[src/sv/pfr_pkg.sv]
// ----------------------------------------------------------------------------
// pfr_pkg: shared types and constants for the page frame replacement block
// Item layouts, register indexes, policy and command codes, and the
// enumerations used by the sequencer.
// ----------------------------------------------------------------------------
package pfr_pkg;

  localparam int unsigned MAX_FRAMES = 16;

  localparam int unsigned FC_W  = 5;
  localparam int unsigned CFG_W = 5;

  // Configuration register indexes.
  localparam logic REG_POLICY      = 1'b0;
  localparam logic REG_FRAME_COUNT = 1'b1;

  // Policy codes; the unused fourth code behaves as FIFO.
  localparam logic [1:0] POL_FIFO  = 2'd0;
  localparam logic [1:0] POL_LRU   = 2'd1;
  localparam logic [1:0] POL_CLOCK = 2'd2;

  // Command codes.
  localparam logic CMD_HIT   = 1'b0;
  localparam logic CMD_FAULT = 1'b1;

  typedef struct packed {
    logic       cmd;
    logic [3:0] frame;
    logic       is_write;
  } in_item_t;

  typedef struct packed {
    logic [3:0] chosen_frame;
    logic       writeback;
  } out_item_t;

  typedef enum logic [1:0] {
    ST_IDLE,
    ST_SCAN,
    ST_SHIFT
  } pfr_state_t;

  typedef enum logic [1:0] {
    MODE_ANY,
    MODE_FIND,
    MODE_CLOCK
  } pfr_mode_t;

endpackage

[src/sv/pfr_ram.sv]
// ----------------------------------------------------------------------------
// pfr_ram: generic simple dual-port RAM
// One write port and one read port, read data registered.
// ----------------------------------------------------------------------------
module pfr_ram #(
  parameter int unsigned WIDTH = 4,
  parameter int unsigned DEPTH = 16
) (
  input  logic                     clk,
  input  logic                     we,
  input  logic [$clog2(DEPTH)-1:0] waddr,
  input  logic [WIDTH-1:0]         wdata,
  input  logic [$clog2(DEPTH)-1:0] raddr,
  output logic [WIDTH-1:0]         rdata
);

  logic [WIDTH-1:0] mem [DEPTH];

  always_ff @(posedge clk) begin
    if (we) begin
      mem[waddr] <= wdata;
    end
    rdata <= mem[raddr];
  end

endmodule

[src/sv/page_frame_replacement.sv]
// ----------------------------------------------------------------------------
// page_frame_replacement: victim selection among resident page frames
// FIFO, LRU and enhanced clock policies over a circular frame order list
// kept in a small RAM, walked by one sequencer with a single read port.
// ----------------------------------------------------------------------------
//
//  Channel   Handshake              Payload
//  input     start / busy           in_item  (cmd, frame, is_write)
//  result    out_valid (1 cycle)    out_item (chosen_frame, writeback)
//  config    cfg_we                 cfg_idx, cfg_data
//
// A hit outside LRU mode gives its result in the cycle after start.
// FIFO and LRU faults, LRU hits and enhanced clock faults are served by the
// one-entry-per-cycle walk of the order RAM read port over the n active frames.
// Reset is synchronous; the order list needs no clearing pass since each
// entry carries a valid bit. Results cannot be stalled by the receiver.
// ----------------------------------------------------------------------------
module page_frame_replacement #(
  parameter int unsigned MAX_FRAMES = pfr_pkg::MAX_FRAMES
) (
  input  logic                     clk,
  input  logic                     rst_n,
  input  logic                     start,
  output logic                     busy,
  input  pfr_pkg::in_item_t        in_item,
  output logic                     out_valid,
  output pfr_pkg::out_item_t       out_item,
  input  logic                     cfg_we,
  input  logic                     cfg_idx,
  input  logic [pfr_pkg::CFG_W-1:0] cfg_data
);

  localparam int unsigned FIDX_W  = $clog2(MAX_FRAMES);
  localparam int unsigned CNT_W   = $clog2(MAX_FRAMES + 1);
  localparam int unsigned N_RESET = (MAX_FRAMES < 16) ? MAX_FRAMES : 16;

  pfr_pkg::pfr_state_t state_r, state_nxt;
  pfr_pkg::pfr_mode_t  mode_r, mode_nxt;
  logic                pass_r, pass_nxt;
  logic [FIDX_W-1:0]   hand_r, hand_nxt;
  logic [FIDX_W-1:0]   pos_r, pos_nxt;
  logic [FIDX_W-1:0]   rd_pos_r;
  logic                rd_vld_r, rd_vld_nxt;
  logic                vld_q_r;
  logic [FIDX_W-1:0]   ccnt_r, ccnt_nxt;
  logic [FIDX_W-1:0]   w_r, w_nxt;
  logic                sh_vld_r, sh_vld_nxt;
  logic [3:0]          frame_r, frame_nxt;
  logic                wr_r, wr_nxt;
  logic [1:0]          policy_r, policy_nxt;
  logic [CNT_W-1:0]    n_r, n_nxt;
  logic [MAX_FRAMES-1:0] use_r, use_nxt;
  logic [MAX_FRAMES-1:0] dirty_r, dirty_nxt;
  logic [MAX_FRAMES-1:0] ord_vld_r, ord_vld_nxt;
  logic                out_valid_r, out_valid_nxt;
  pfr_pkg::out_item_t  out_item_r, out_item_nxt;

  logic                ram_we;
  logic [FIDX_W-1:0]   ram_waddr;
  logic [FIDX_W-1:0]   ram_wdata;
  logic [FIDX_W-1:0]   ram_raddr;
  logic [FIDX_W-1:0]   ram_rdata;

  logic [FIDX_W-1:0]   entry;
  logic [31:0]         entry_ext;
  logic [FIDX_W-1:0]   hit_idx;
  logic [FIDX_W-1:0]   bit_idx;
  logic                cur_use;
  logic                cur_dirty;
  logic                hit_in_range;
  logic [FIDX_W-1:0]   tail;
  logic                match;
  logic [CNT_W-1:0]    n_cfg;

  function automatic logic [FIDX_W-1:0] pos_inc(input logic [FIDX_W-1:0] p,
                                                input logic [CNT_W-1:0]  n);
    logic [FIDX_W-1:0] r;
    if (CNT_W'(p) == n - CNT_W'(1)) begin
      r = '0;
    end else begin
      r = p + FIDX_W'(1);
    end
    return r;
  endfunction

  pfr_ram #(
    .WIDTH (FIDX_W),
    .DEPTH (MAX_FRAMES)
  ) u_order (
    .clk   (clk),
    .we    (ram_we),
    .waddr (ram_waddr),
    .wdata (ram_wdata),
    .raddr (ram_raddr),
    .rdata (ram_rdata)
  );

  // An entry never written since the last frame count change holds its index.
  assign entry     = vld_q_r ? ram_rdata : rd_pos_r;
  assign entry_ext = 32'(entry);
  assign hit_idx   = FIDX_W'({28'd0, in_item.frame});
  assign bit_idx   = (state_r == pfr_pkg::ST_IDLE) ? hit_idx : entry;
  assign cur_use   = use_r[bit_idx];
  assign cur_dirty = dirty_r[bit_idx];
  assign hit_in_range = ({28'd0, in_item.frame} < 32'(n_r));
  assign tail = (hand_r == '0) ? FIDX_W'(n_r - CNT_W'(1)) : hand_r - FIDX_W'(1);

  always_comb begin
    if (cfg_data == '0) begin
      n_cfg = CNT_W'(1);
    end else if (32'(cfg_data) > 32'(MAX_FRAMES)) begin
      n_cfg = CNT_W'(MAX_FRAMES);
    end else begin
      n_cfg = CNT_W'(cfg_data);
    end
  end

  always_comb begin
    unique case (mode_r)
      pfr_pkg::MODE_ANY:   match = 1'b1;
      pfr_pkg::MODE_FIND:  match = (entry_ext[3:0] == frame_r) && (entry_ext[31:4] == '0);
      pfr_pkg::MODE_CLOCK: match = !cur_use && (cur_dirty == pass_r);
      default:             match = 1'b0;
    endcase
  end

  always_comb begin
    state_nxt     = state_r;
    mode_nxt      = mode_r;
    pass_nxt      = pass_r;
    hand_nxt      = hand_r;
    pos_nxt       = pos_r;
    rd_vld_nxt    = rd_vld_r;
    ccnt_nxt      = ccnt_r;
    w_nxt         = w_r;
    sh_vld_nxt    = sh_vld_r;
    frame_nxt     = frame_r;
    wr_nxt        = wr_r;
    policy_nxt    = policy_r;
    n_nxt         = n_r;
    use_nxt       = use_r;
    dirty_nxt     = dirty_r;
    ord_vld_nxt   = ord_vld_r;
    out_valid_nxt = 1'b0;
    out_item_nxt  = out_item_r;
    ram_we        = 1'b0;
    ram_waddr     = w_r;
    ram_wdata     = entry;
    ram_raddr     = pos_r;

    unique case (state_r)
      pfr_pkg::ST_IDLE: begin
        if (cfg_we) begin
          unique case (cfg_idx)
            pfr_pkg::REG_POLICY: begin
              policy_nxt = cfg_data[1:0];
            end
            pfr_pkg::REG_FRAME_COUNT: begin
              n_nxt       = n_cfg;
              hand_nxt    = '0;
              ord_vld_nxt = '0;
            end
            default: begin
            end
          endcase
        end
        if (start) begin
          frame_nxt  = in_item.frame;
          wr_nxt     = in_item.is_write;
          pos_nxt    = hand_r;
          ccnt_nxt   = '0;
          pass_nxt   = 1'b0;
          rd_vld_nxt = 1'b0;
          if (in_item.cmd == pfr_pkg::CMD_HIT) begin
            if (hit_in_range) begin
              use_nxt[hit_idx]   = 1'b1;
              dirty_nxt[hit_idx] = cur_dirty | in_item.is_write;
            end
            if (hit_in_range && (policy_r == pfr_pkg::POL_LRU)) begin
              mode_nxt  = pfr_pkg::MODE_FIND;
              state_nxt = pfr_pkg::ST_SCAN;
            end else begin
              out_valid_nxt             = 1'b1;
              out_item_nxt.chosen_frame = in_item.frame;
              out_item_nxt.writeback    = 1'b0;
            end
          end else begin
            mode_nxt  = (policy_r == pfr_pkg::POL_CLOCK) ? pfr_pkg::MODE_CLOCK
                                                         : pfr_pkg::MODE_ANY;
            state_nxt = pfr_pkg::ST_SCAN;
          end
        end
      end

      // Reads stream around the list from the hand, one per cycle; the
      // entry read in the previous cycle is judged while the next is fetched.
      pfr_pkg::ST_SCAN: begin
        ram_raddr  = pos_r;
        pos_nxt    = pos_inc(pos_r, n_r);
        rd_vld_nxt = 1'b1;
        if (rd_vld_r) begin
          if (match) begin
            rd_vld_nxt = 1'b0;
            if (mode_r == pfr_pkg::MODE_FIND) begin
              w_nxt      = rd_pos_r;
              sh_vld_nxt = 1'b0;
              state_nxt  = pfr_pkg::ST_SHIFT;
            end else begin
              hand_nxt                  = pos_inc(rd_pos_r, n_r);
              use_nxt[entry]            = 1'b1;
              dirty_nxt[entry]          = wr_r;
              out_valid_nxt             = 1'b1;
              out_item_nxt.chosen_frame = entry_ext[3:0];
              out_item_nxt.writeback    = cur_dirty;
              state_nxt                 = pfr_pkg::ST_IDLE;
            end
          end else begin
            if (pass_r) begin
              use_nxt[entry] = 1'b0;
            end
            if (CNT_W'(ccnt_r) == n_r - CNT_W'(1)) begin
              ccnt_nxt = '0;
              pass_nxt = !pass_r;
            end else begin
              ccnt_nxt = ccnt_r + FIDX_W'(1);
            end
          end
        end
      end

      // Each entry after the hit frame moves one place toward the head,
      // then the hit frame lands at the tail.
      pfr_pkg::ST_SHIFT: begin
        ram_raddr = pos_inc(w_r, n_r);
        if (w_r == tail) begin
          ram_we                    = 1'b1;
          ram_waddr                 = tail;
          ram_wdata                 = FIDX_W'({28'd0, frame_r});
          ord_vld_nxt[tail]         = 1'b1;
          out_valid_nxt             = 1'b1;
          out_item_nxt.chosen_frame = frame_r;
          out_item_nxt.writeback    = 1'b0;
          state_nxt                 = pfr_pkg::ST_IDLE;
        end else if (!sh_vld_r) begin
          sh_vld_nxt = 1'b1;
        end else begin
          ram_we           = 1'b1;
          ram_waddr        = w_r;
          ram_wdata        = entry;
          ord_vld_nxt[w_r] = 1'b1;
          w_nxt            = pos_inc(w_r, n_r);
          ram_raddr        = pos_inc(w_nxt, n_r);
          sh_vld_nxt       = (w_nxt != tail);
        end
      end

      default: begin
        state_nxt = pfr_pkg::ST_IDLE;
      end
    endcase
  end

  always_ff @(posedge clk) begin
    if (!rst_n) begin
      state_r     <= pfr_pkg::ST_IDLE;
      mode_r      <= pfr_pkg::MODE_ANY;
      pass_r      <= 1'b0;
      hand_r      <= '0;
      pos_r       <= '0;
      rd_vld_r    <= 1'b0;
      ccnt_r      <= '0;
      sh_vld_r    <= 1'b0;
      policy_r    <= pfr_pkg::POL_FIFO;
      n_r         <= CNT_W'(N_RESET);
      use_r       <= '0;
      dirty_r     <= '0;
      ord_vld_r   <= '0;
      out_valid_r <= 1'b0;
    end else begin
      state_r     <= state_nxt;
      mode_r      <= mode_nxt;
      pass_r      <= pass_nxt;
      hand_r      <= hand_nxt;
      pos_r       <= pos_nxt;
      rd_vld_r    <= rd_vld_nxt;
      ccnt_r      <= ccnt_nxt;
      sh_vld_r    <= sh_vld_nxt;
      policy_r    <= policy_nxt;
      n_r         <= n_nxt;
      use_r       <= use_nxt;
      dirty_r     <= dirty_nxt;
      ord_vld_r   <= ord_vld_nxt;
      out_valid_r <= out_valid_nxt;
    end
  end

  always_ff @(posedge clk) begin
    rd_pos_r   <= ram_raddr;
    vld_q_r    <= ord_vld_r[ram_raddr];
    w_r        <= w_nxt;
    frame_r    <= frame_nxt;
    wr_r       <= wr_nxt;
    out_item_r <= out_item_nxt;
  end

  assign busy      = (state_r != pfr_pkg::ST_IDLE);
  assign out_valid = out_valid_r;
  assign out_item  = out_item_r;

endmodule

[config.mk]
export PLATFORM = sky130hd
export DESIGN_NAME = page_frame_replacement
export DESIGN_NICKNAME = d
export VERILOG_FILES = /design/src/sv/pfr_pkg.sv /design/src/sv/pfr_ram.sv /design/src/sv/page_frame_replacement.sv
export SDC_FILE = /design/constraint.sdc
export NUM_CORES = 1
export LEC_CHECK = 0
export ABC_AREA = 1
export BUFFER_PORTS_ARGS = -buffer_cell sky130_fd_sc_hd__buf_2
export CORE_MARGIN = 3
export CORE_UTILIZATION = 58
export CTS_BUF_LIST = sky130_fd_sc_hd__clkbuf_16
export CTS_CLUSTER_SIZE = 16
export DETAILED_ROUTE_END_ITERATION = 16
export PLACE_DENSITY_LB_ADDON = 0.2
export SLEW_MARGIN = 40
export SYNTH_ARGS = -nofsm -noshare
export SYNTH_HDL_FRONTEND = slang
export SYNTH_SLANG_ARGS = --single-unit
export TNS_END_PERCENT = 50
[constraint.sdc]
create_clock -name clk -period 3 [get_ports clk]
set_input_delay 0.45 -clock clk [delete_from_list [all_inputs] [get_ports clk]]
set_output_delay 0.45 -clock clk [all_outputs]
set_load 0.02 [all_outputs]
==> metrics.txt, run 1 <==
Root Buffer Master clkbuf_16; hold path depth 1; Fmax achieved 0.3602 GHz; Mapped Cells 1,403; Worst Max-Slew Pin Slew 0.7118 ns; worst rel slew slack 52.11%; first-pass GRT wire length 45,990 um; Total Power 11.79 mW; total vias in the final route 9,618; Hold Path End wr_r$_DFFE_PP_; crit-path most repeated cell nand2_1; Post-Layout Cell Count 1,673; Storage cell area 4026 sq um; Final Setup Violations 0; CP max FO 20; initial antenna violation count 0; die area 19,120 sq um; Port Buffers 22; drt via density 5.749; Arr. time, crit path 3.11 ns; status completed; Total Wirelength 28,290 um; TritonRoute pass-1 iters 6; total global routing overflow 0; area occupied by multi-input gates 5029 sq um; Crit path required time 3.33 ns; Initial DRC Count 1,082; PD cells 1040 nW/um^2; Period minus WS final 2.776 ns; vias in the first global route 8,975; r2r setup slk 0.22 ns; R2R depth 21; Filler cells 1,424; final slew viol count 0; reg-to-reg critical path endpoint u_order.rdata[1]$_DFF_P_; antenna fix cells 0; crit end category flop; layout cell share with drive strength beyond 1 12.39%; Reg-to-Reg Start hand_r[0]$_SDFFE_PN0P_; total global-route track usage 29.37%; syn avg cell area 7.234 sq um; Post-Syn Nets 1,436; peak supply drop 0.7635 mV; Fin. Hold Viols 0; Synth Warn # 0; Clock transition at path regs 0.07 ns; Final #Nets 1,473; Area Growth Syn to Fin 11.65%; crit path max-delay cell type dfxtp_1; EDFF count, synth 78; TritonCTS clock tree yes; routability cong. 0.9292; die width 138.3 um; Max-Cap Viols 0; largest net degree at the start of global routing 44; hold_buf cts 0; CTS H-tree depth 4; core region area 16,880 sq um; Async SR Flop Fraction 0%; hold_sp in_item[0]; chip height 138.3 um; Worst Setup Start Kind flop; Rows 47; kind of critical path flop to flop; drt drc 0; worst hold path type primary input to flop; hpwl dp 19,740 um; most common cell after layout, fill and taps aside nand2_1; clk_skew 0.009700 ns; clock tree buffer depth 2; Syn Std Cell Area 10,150 sq um; Synth top area share 23.08%; Initial Util 60.14%; routed len/inst 16.91 um; Unique masters post-synth 54; CTS Buf Count 17; placed cell count 1,639; final period utilization 92.53%; Worst-Skew Late Latency 0.44 ns; area leader, netlist edfxtp_1; #FFs+latches synth 162; worst-path cell chain inv_1, ha_1, nand2_4, nand2_1, o21ai_2, inv_2, nand2_1, nand2_1, nand2_1, nor2_1, nand2_2, nand2_1, o21ai_1, nand2_2, nand2_2, clkbuf_16, nand2_1, nand3_1, nand3_1, nand3_1, nand2_1; Post-DRT Antenna Nets 0; top post-synthesis cells by area edfxtp_1 (23%), dfxtp_1 (17%), nand2_1 (10%); most frequent cells in the layout nand2_1 (280), nand3_1 (195), inv_1 (191), nor2_1 (136), dfxtp_1 (82); Seq/Total Area, Yosys 39.64%; max incr delay on CP 0.39 ns; clk sinks 162; IO Count 23; Post-synth top flop dfxtp_1; Leak 4.799 nW
==> how the worst max path moves through the flow <==
stage                           start                          end  slack [ns]  cells past startpoint
2_1_floorplan     n_r[0]$_SDFFE_PN0P_  u_order.mem[0][0]$_DFFE_PP_        0.09                     16
3_3_place_gp   hand_r[0]$_SDFFE_PN0P_             w_r[1]$_DFFE_PP_        0.02                     15
3_5_place_dp      n_r[0]$_SDFFE_PN0P_             w_r[1]$_DFFE_PP_       -0.09                     15
4_1_cts           n_r[0]$_SDFFE_PN0P_             w_r[2]$_DFFE_PP_        0.02                     15
5_1_grt           n_r[1]$_SDFFE_PN0P_     u_order.rdata[0]$_DFF_P_       -0.02                     21
6_report       hand_r[0]$_SDFFE_PN0P_     u_order.rdata[1]$_DFF_P_        0.22                     21
==> layer usage <==
metal | up-vias | global-route usage [%] | wire [um]
li1 | 4706 | - | -
met1 | 4409 | 40.36 | 12070
met2 | 443 | 47.20 | 13240
met3 | 60 | 5.145 | 2367
met4 | 0 | 10.04 | 609
met5 | - | 0 | 0
==> worst max-delay path, delay by kind of cell (launching register included) <==
family | cells | cell delay, ns
simple gates | 15 | 1.32
flops | 1 | 0.39
buf+inv | 3 | 0.38
compound gates | 2 | 0.31
fa+ha+maj | 1 | 0.25
==> area by class of cell <==
cell class                      instances  area share, %
Sequential cell                       162          35.53
Tap cell                              220          2.429
Clock inverter                         14          1.060
Inverter                              206          6.901
Timing Repair Buffer                   81          5.730
Clock buffer                           18          3.975
Multi-Input combinational cell        972          44.37
==> power breakdown <==
part           switching [mW]  total, mW  internal (mW)
Sequential              0.283       3.19           2.90
Combinational            4.32       6.46           2.15
Clock                   0.998       2.14           1.14
Total                    5.60       11.8           6.19
==> sequential cells by signal, indices dropped and copies added, names as in the netlist, 2 cells and up, named ones only <==
name	flops
u_order.mem	64
dirty_r	16
ord_vld_r	16
n_r	5
out_item	5
ccnt_r	4
frame_r	4
hand_r	4
pos_r	4
rd_pos_r	4
u_order.rdata	4
w_r	4
mode_r	2
policy_r	2
state_r	2
==> Yosys cell counts (all sizes together) (24+ instances only) <==
master and n:
nand2 296, inv 204, nand3 203, nor2 140
o21ai 97, a21oi 84, dfxtp 84, edfxtp 78
buf 37, nand3b 28, clkbuf 26, nand4 24
==> through the flow <==
step / worst slack [ns] / setup TNS [ns] / util (%) / hold WS [ns] / instance area [sq um]
after floorplan: 0.09328 / 0 / - / 0.4359 / 10150
after global placement: 0.01714 / 0 / 63.04 / 0.4488 / 10640
after detailed placement: -0.08667 / -0.3466 / 63.04 / 0.4510 / 10640
after CTS: 0.02116 / 0 / 66.45 / 0.2167 / 11220
after global routing: -0.01902 / -0.02146 / 67.14 / 0.2230 / 11330
final: 0.2240 / 0 / 67.14 / 0.2238 / 11330
==> logic make-up after synthesis <==
family | count (synthesis) | share of synthesized area (%)
AND/OR/NAND/NOR | 718 | 32.69
buffers and inverters | 269 | 11.46
AO/OA/AOI/OAI | 214 | 12.12
flip-flops | 162 | 39.64
XOR/XNOR | 23 | 1.985
adder cells (fa/ha/maj) | 17 | 2.096
==> repair_timing <==
| item | in CTS | in global routing |
|---|---|---|
| setup endpoints to repair | 4 | 127 |
| gates cloned | 0 | 1 |
| buffers inserted | 0 | 1 |
| pin swaps | 0 | 1 |
| gates resized for setup | 1 | 16 |
Note: power is estimated with default switching activity, not from simulation.
==> run 2: changes to the inputs <==
--- a/config.mk
+++ b/config.mk
@@ -8,7 +8,7 @@
 export ABC_AREA = 1
 export BUFFER_PORTS_ARGS = -buffer_cell sky130_fd_sc_hd__buf_2
 export CORE_MARGIN = 3
-export CORE_UTILIZATION = 58
+export CORE_UTILIZATION = 63
 export CTS_BUF_LIST = sky130_fd_sc_hd__clkbuf_16
 export CTS_CLUSTER_SIZE = 16
 export DETAILED_ROUTE_END_ITERATION = 16
==> constraint.sdc (replaced) <==
create_clock -name clk -period 2.7 [get_ports clk]
set_input_delay 0.405 -clock clk [delete_from_list [all_inputs] [get_ports clk]]
set_output_delay 0.405 -clock clk [all_outputs]
set_load 0.02 [all_outputs]
==> run 2 against run 1 <==
  * The flow now finishes with violations (setup timing)
  * First-iteration DRC count rose by 29%
  * Global-route usage rose by 2.2 points
  * Critical path depth fell by 2
  * Via count rose by 9.6%
  * Register-to-register slack got worse by 0.40 ns
  * Flip-flop and latch count did not move
  * Sequential share of layout area fell by 3.1 points
  * Power rose by 27%
  * Clock power rose by 7%
  * Hold slack got worse by 0.047 ns
  * Sequential power rose by 11%
  * Fmax fell by 3.4%
  * Critical path type unchanged
  * Highest routed layer unchanged
==> metrics.txt, run 2 (synthesis gave the netlist of run 1 again) <==
status finished, violations left; failing checks setup timing; kind of critical path flop to flop; die area 17,670 sq um (-7.6%); Root Buffer Master clkbuf_16; Top delay family on crit path simple AND/OR/NAND/NOR gates; top flop regs u_order.mem (64), dirty_r (16), ord_vld_r (16); drt drc 0 (unchanged); Initial Util 65.55% (+5.4 points); share of power burned in registers 23.6% (-3.4 points); die width 132.9 um (-3.9%); Worst Max-Slew Pin Slew 0.8519 ns (+0.1401 ns); hold_sp in_item[0]; layout cell share with drive strength beyond 1 21.48% (+9.1 points); initial antenna violation count 0 (unchanged); placed cell count 1,670 (+1.9%); Final Core Density 80.27% (+13 points); Reg-to-Reg Start w_r[1]$_DFFE_PP_; met2 wire length 14,530 um (+9.7%); vias in the first global route 9,191 (+2.4%); Leak 5.280 nW (+10%); antenna fix cells 0 (unchanged); Worst Path Buf+Inv 5 (+2); Filler cells 1,009 (-29%); Arr. time, crit path 3.26 ns (+0.15 ns); worst-path cell chain inv_1, nand2_2, nand2_2, nor2_1, nand2_1, nor2_2, nand2_2, nand2_2, inv_2, ha_4, inv_1, nor3_2, a21oi_2, inv_2, clkbuf_16, nand3_1, nand3_1, nand3_2, nand2_1; setup ws final -0.1731 ns (-0.3972 ns); hold_buf cts 0 (unchanged); crit path max-delay cell type edfxtp_1; Fin. Hold Viols 0 (unchanged); Area Growth Syn to Fin 22.46%; worst rel slew slack 42.85% (-9.3 points); Fmax achieved 0.3481 GHz (-3.4%); Max-Cap Viols 0 (unchanged); internal power 7.929 mW (+28%); Biggest register u_order.mem; worst hold path type primary input to flop; hpwl dp 19,600 um (-0.69%); met3 wire len 3361 um (+42%); total global-route track usage 31.54% (+2.2 points); area occupied by multi-input gates 5425 sq um (+7.9%); IO Count 23 (unchanged); chip height 132.9 um (-3.9%); Post-DRT Antenna Nets 0 (unchanged); Finished Cell Area 12,430 sq um (+9.7%); Total Wirelength 32,040 um (+13%); crit-path most repeated cell nand2_2; core region area 15,480 sq um (-8.3%); Logic pwr share 61.1% (+6.3 points); flip-flop count of the largest register after layout 64 (unchanged); clk sinks 162 (unchanged); CP Launch Point w_r[1]$_DFFE_PP_; Initial DRC Count 1,392 (+29%); Worst-Skew Late Latency 0.44 ns (about the same); largest net degree at the start of global routing 44 (unchanged); PD cells 1207 nW/um^2 (+16%); Top Metal Used met4; Clock transition at path regs 0.07 ns (about the same); Period minus WS final 2.873 ns (+0.09715 ns); TritonRoute pass-1 iters 6 (unchanged); final period utilization 106.4% (+14 points); Final #Nets 1,533 (+4.1%); max incr delay on CP 0.56 ns (+0.17 ns); total vias in the final route 10,546 (+9.6%); clock tree buffer depth 2 (unchanged); most frequent cells in the layout nand2_1 (248), inv_1 (189), nand3_1 (164), nor2_1 (125), buf_4 (86); TritonCTS clock tree yes; met1 wire length 12,180 um (+0.89%); unrepaired setup endpoints after global routing yes; final slew viol count 0 (unchanged); total global routing overflow 0 (unchanged); Post-Layout Cell Count 1,724 (+3.0%); CTS Buf Count 17 (unchanged); Rows 45 (-4.3%); clk_skew 0.01241 ns (+0.002708 ns); NetSw 7.070 mW (+26%); Storage cell area 4028 sq um (about the same); most common cell after layout, fill and taps aside nand2_1; Worst Setup Start Kind flop; Clock power frac 15.3% (-2.8 points); routed len/inst 18.58 um (+9.9%); CP max FO 8 (-60%); crit end category flop; drt via density 6.117 (+6.4%); first-pass GRT wire length 45,150 um (-1.8%); post-place instance area 11,030 sq um (+3.7%); Total Power 15.00 mW (+27%); peak supply drop 1.035 mV (+36%); Port Buffers 22 (unchanged); routability cong. 0.9793 (+5.4%); CTS H-tree depth 4 (unchanged); Sw Ratio 47.13% (-0.36 points); Final Setup Violations 5 (+5); Crit path required time 3.08 ns (-0.25 ns)
-- run 2: repair_timing --
action                                  4_1_cts  5_1_grt
buffers inserted                              1        9
cloned                                        0       12
pin swaps                                     2       54
resized for setup                             5      130
endpoints found under the setup margin       16      199
-- run 2: path summary, 6_finish.rpt --
| check | endpoint | slack [ns] | cells past startpoint |
|---|---|---|---|
| hold reg to reg | dirty_r[0]$_SDFFE_PN0P_ | 0.46 | 2 |
| setup / recovery | u_order.rdata[2]$_DFF_P_ | -0.17 | 19 |
| setup reg to reg | u_order.rdata[2]$_DFF_P_ | -0.17 | 19 |
| hold / removal | wr_r$_DFFE_PP_ | 0.18 | 1 |
-- run 2: per-stage QoR --
| step | setup TNS (ns) | hold WS [ns] | worst slack [ns] |
|---|---|---|---|
| 3_3_place_gp | 0 | 0.4468 | 0.04161 |
| 6_report | -0.5080 | 0.1772 | -0.1731 |
| 5_1_grt | -3.187 | 0.1852 | -0.2876 |
| 4_1_cts | 0 | 0.1759 | 0.001008 |
| 2_1_floorplan | -14.20 | 0.4359 | -0.2067 |
| 3_5_place_dp | -0.3072 | 0.4512 | -0.07174 |
-- run 2: power by group through the flow --
stage          sequential (mW)  clock, mW  combinational (mW)
2_1_floorplan             3.52          0                4.98
3_3_place_gp              3.56          0                7.24
3_5_place_dp              3.57          0                7.38
4_1_cts                   3.52       2.27                7.46
5_1_grt                   3.57       2.39                9.83
6_report                  3.54       2.30                9.16
-- run 2: metal layers --
layer,up-vias,GRT usage [%]
met3,201,5.741
met4,0,13.11
met1,4762,42.36
met5,-,0
li1,4818,-
met2,765,50.42
-- run 2: worst reg2reg max path: cells and delay by family, from the launching register on --
kind / cells / cell delay [ns]
buffers and inverters: 5 / 0.62
AO/OA/AOI/OAI: 1 / 0.10
adder cells (fa/ha/maj): 1 / 0.25
AND/OR/NAND/NOR: 12 / 1.30
flip-flops: 1 / 0.56
-- run 2: final cells by class --
cell class                      instances  area share, %
Clock buffer                           17          3.423
Clock inverter                         15         0.9764
Inverter                              206          6.362
Multi-Input combinational cell        973          43.65
Sequential cell                       162          32.40
Tap cell                              211          2.124
Timing Repair Buffer                  140          11.06
==> run 3: changes to the inputs <==
==> constraint.sdc (replaced) <==
create_clock -name clk -period 2.7 [get_ports clk]
set_input_delay 0.135 -clock clk [delete_from_list [all_inputs] [get_ports clk]]
set_output_delay 0.135 -clock clk [all_outputs]
set_load 0.02 [all_outputs]
==> run 3 against run 2 <==
  * The flow still finishes with violations (setup timing)
  * Sequential share of layout area increased by 0.41 points
  * First-iteration DRC count increased by 14%
  * Setup slack improved by 0.032 ns
  * Register-to-register slack improved by 0.03 ns
  * Largest cell class unchanged
==> metrics.txt, run 3 (synthesis gave the netlist of run 1 again) <==
status finished, violations left; failing checks setup timing; Arr. time, crit path 3.16 ns (-0.10 ns); chip height 132.9 um (unchanged); unrepaired setup endpoints after global routing yes; total global-route track usage 33.52% (+2.0 points); Total Power 14.83 mW (-1.1%); CP max FO 8 (unchanged); clock tree buffer depth 2 (unchanged); TritonCTS clock tree yes; largest net degree at the start of global routing 44 (unchanged); Worst-Skew Late Latency 0.43 ns (about the same); peak supply drop 1.147 mV (+11%); vias in the first global route 9,413 (+2.4%); most frequent cells in the layout nand2_1 (273), inv_1 (186), nand3_1 (177), nor2_1 (123), buf_4 (86); area occupied by multi-input gates 5278 sq um (-2.7%); Final Setup Violations 5 (unchanged); total global routing overflow 0 (unchanged); die width 132.9 um (unchanged); Max-Cap Viols 0 (unchanged); Clock transition at path regs 0.07 ns (about the same); CTS Buf Count 17 (unchanged); crit path max-delay cell type dfxtp_2; final period utilization 105.2% (-1.2 points); Post-DRT Antenna Nets 0 (unchanged); PD cells 1208 nW/um^2 (about the same); Leak 5.252 nW (-0.53%); Filler cells 1,026 (+1.7%); Area Growth Syn to Fin 20.98%; top flop regs u_order.mem (64), dirty_r (16), ord_vld_r (16); reg-to-reg critical path endpoint vld_q_r$_DFF_P_; Fmax achieved 0.3520 GHz (+1.1%); flip-flop count of the largest register after layout 64 (unchanged); Worst Max-Slew Pin Slew 0.7046 ns (-0.1474 ns); Total Wirelength 31,580 um (-1.4%); worst hold path type primary input to flop; Initial DRC Count 1,587 (+14%); Biggest register u_order.mem; Rows 45 (unchanged); kind of critical path flop to flop; final slew viol count 0 (unchanged); worst rel slew slack 52.86% (+10 points); CP Launch Point n_r[1]$_SDFFE_PN0P_; Final #Nets 1,536 (+0.20%); TritonRoute pass-1 iters 6 (unchanged); CP Depth 24 (+5); r2r setup slk -0.14 ns (+0.03 ns); Reg-to-Reg Start n_r[1]$_SDFFE_PN0P_; Fin. Hold Viols 0 (unchanged); R2R depth 24 (+5); IO Count 23 (unchanged); die area 17,670 sq um (unchanged); Critical Path End vld_q_r$_DFF_P_; most common cell after layout, fill and taps aside nand2_1; core region area 15,480 sq um (unchanged); total vias in the final route 10,424 (-1.2%); routed len/inst 18.29 um (-1.6%); Period minus WS final 2.841 ns (-0.03198 ns); clk_skew 0.006273 ns (-0.006135 ns); Root Buffer Master clkbuf_16; hpwl dp 20,020 um (+2.1%); Crit path required time 3.02 ns (-0.06 ns); setup ws final -0.1412 ns (+0.03198 ns); initial antenna violation count 0 (unchanged); worst-path cell chain inv_2, ha_4, inv_4, nand2_2, nand2_1, nor2_1, nand2_1, nor2_2, nand2_4, buf_6, nand3_2, nand2_1, nor2_1, nand3_2, nand2_2, nand2_4, nand2_8, buf_12, clkbuf_16, nand2_1, nand3_1, nand3_1, nand3_1, nand2_1; routability cong. 1.000 (+2.1%); antenna fix cells 0 (unchanged); Worst Path Buf+Inv 5 (unchanged); crit-path most repeated cell nand2_1; Port Buffers 22 (unchanged); layout cell share with drive strength beyond 1 19.26% (-2.2 points); crit end category flop; drt via density 6.036 (-1.3%); Fin Setup TNS -0.3827 ns (+0.1253 ns); max incr delay on CP 0.34 ns (-0.22 ns); Worst Setup Start Kind flop; Top delay family on crit path simple AND/OR/NAND/NOR gates; clk sinks 162 (unchanged); Storage cell area 4029 sq um (about the same); CTS H-tree depth 4 (unchanged); Initial Util 65.55% (unchanged); drt drc 0 (unchanged); first-pass GRT wire length 47,560 um (+5.3%)
-- run 3: per-stage QoR --
| step | hold WS (ns) | setup slack [ns] | cells | area [sq um] | util (%) |
|---|---|---|---|---|---|
| 2_1_floorplan | 0.2339 | -0.2067 | 1403 | 10150 | - |
| 3_3_place_gp | 0.3466 | 0.04625 | 1669 | 11020 | 71.18 |
| 3_5_place_dp | 0.3467 | -0.08377 | 1669 | 11020 | 71.18 |
| 4_1_cts | 0.03048 | 0.01152 | 1716 | 11880 | 76.75 |
| 5_1_grt | 0.04502 | -0.2676 | 1727 | 12280 | 79.31 |
| 6_report | 0.05516 | -0.1412 | 1727 | 12280 | 79.31 |
-- run 3: routing by layer --
layer / share of wire [%] / track usage [%] / wire length [um]
met2: 47 / 55.53 / 14980
met4: 4.1 / 13.51 / 1280
met1: 38 / 43.64 / 11980
met3: 11 / 5.894 / 3335
met5: 0 / 0 / 0
-- run 3: where the power goes --
group / switching [mW] / internal [mW] / total [mW]
Combinational: 5.51 / 3.20 / 8.70
Sequential: 0.320 / 3.23 / 3.55
Clock: 1.09 / 1.49 / 2.58
Total: 6.91 / 7.91 / 14.8
-- run 3: timing repair --
item | CTS | global route
setup buffers | 5 | 8
endpoints found under the setup margin | 22 | 202
pin swaps | 4 | 16
cloned | 2 | 5
gates resized for setup | 16 | 92
hold buffers | 8 | 0
endpoints found under the hold margin | 9 | 0
-- run 3: worst reg2reg max path: stages, from the launching register on --
cell	delay (ns)
dfxtp_2	0.34
inv_2	0.06
ha_4	0.30
inv_4	0.04
nand2_2	0.06
nand2_1	0.05
nor2_1	0.08
nand2_1	0.07
nor2_2	0.14
nand2_4	0.10
buf_6	0.14
nand3_2	0.05
nand2_1	0.05
nor2_1	0.10
nand3_2	0.14
nand2_2	0.11
nand2_4	0.09
nand2_8	0.11
buf_12	0.13
clkbuf_16	0.14
nand2_1	0.05
nand3_1	0.07
nand3_1	0.11
nand3_1	0.14
nand2_1	0.06
-- run 3: final cells by class --
type	instances	area share, %
clock buffer	17	3.464
clock inverter	15	1.590
inverter	206	6.481
multi-input combinational	972	42.98
sequential	162	32.81
tap	211	2.150
timing repair buffer	142	10.43
timing repair inverter	2	0.09171
-- run 3: how the worst min path moves through the flow --
stage | end | cells past startpoint | slack (ns) | startpoint
finish | policy_r[0]$_SDFFE_PN0P_ | 3 | 0.06 | cfg_idx
global route | frame_r[2]$_DFFE_PP_ | 1 | 0.05 | in_item[3]
CTS | frame_r[3]$_DFFE_PP_ | 1 | 0.03 | in_item[4]
floorplan | frame_r[0]$_DFFE_PP_ | 0 | 0.23 | in_item[1]
detailed placement | wr_r$_DFFE_PP_ | 1 | 0.35 | in_item[0]
global placement | wr_r$_DFFE_PP_ | 1 | 0.35 | in_item[0]
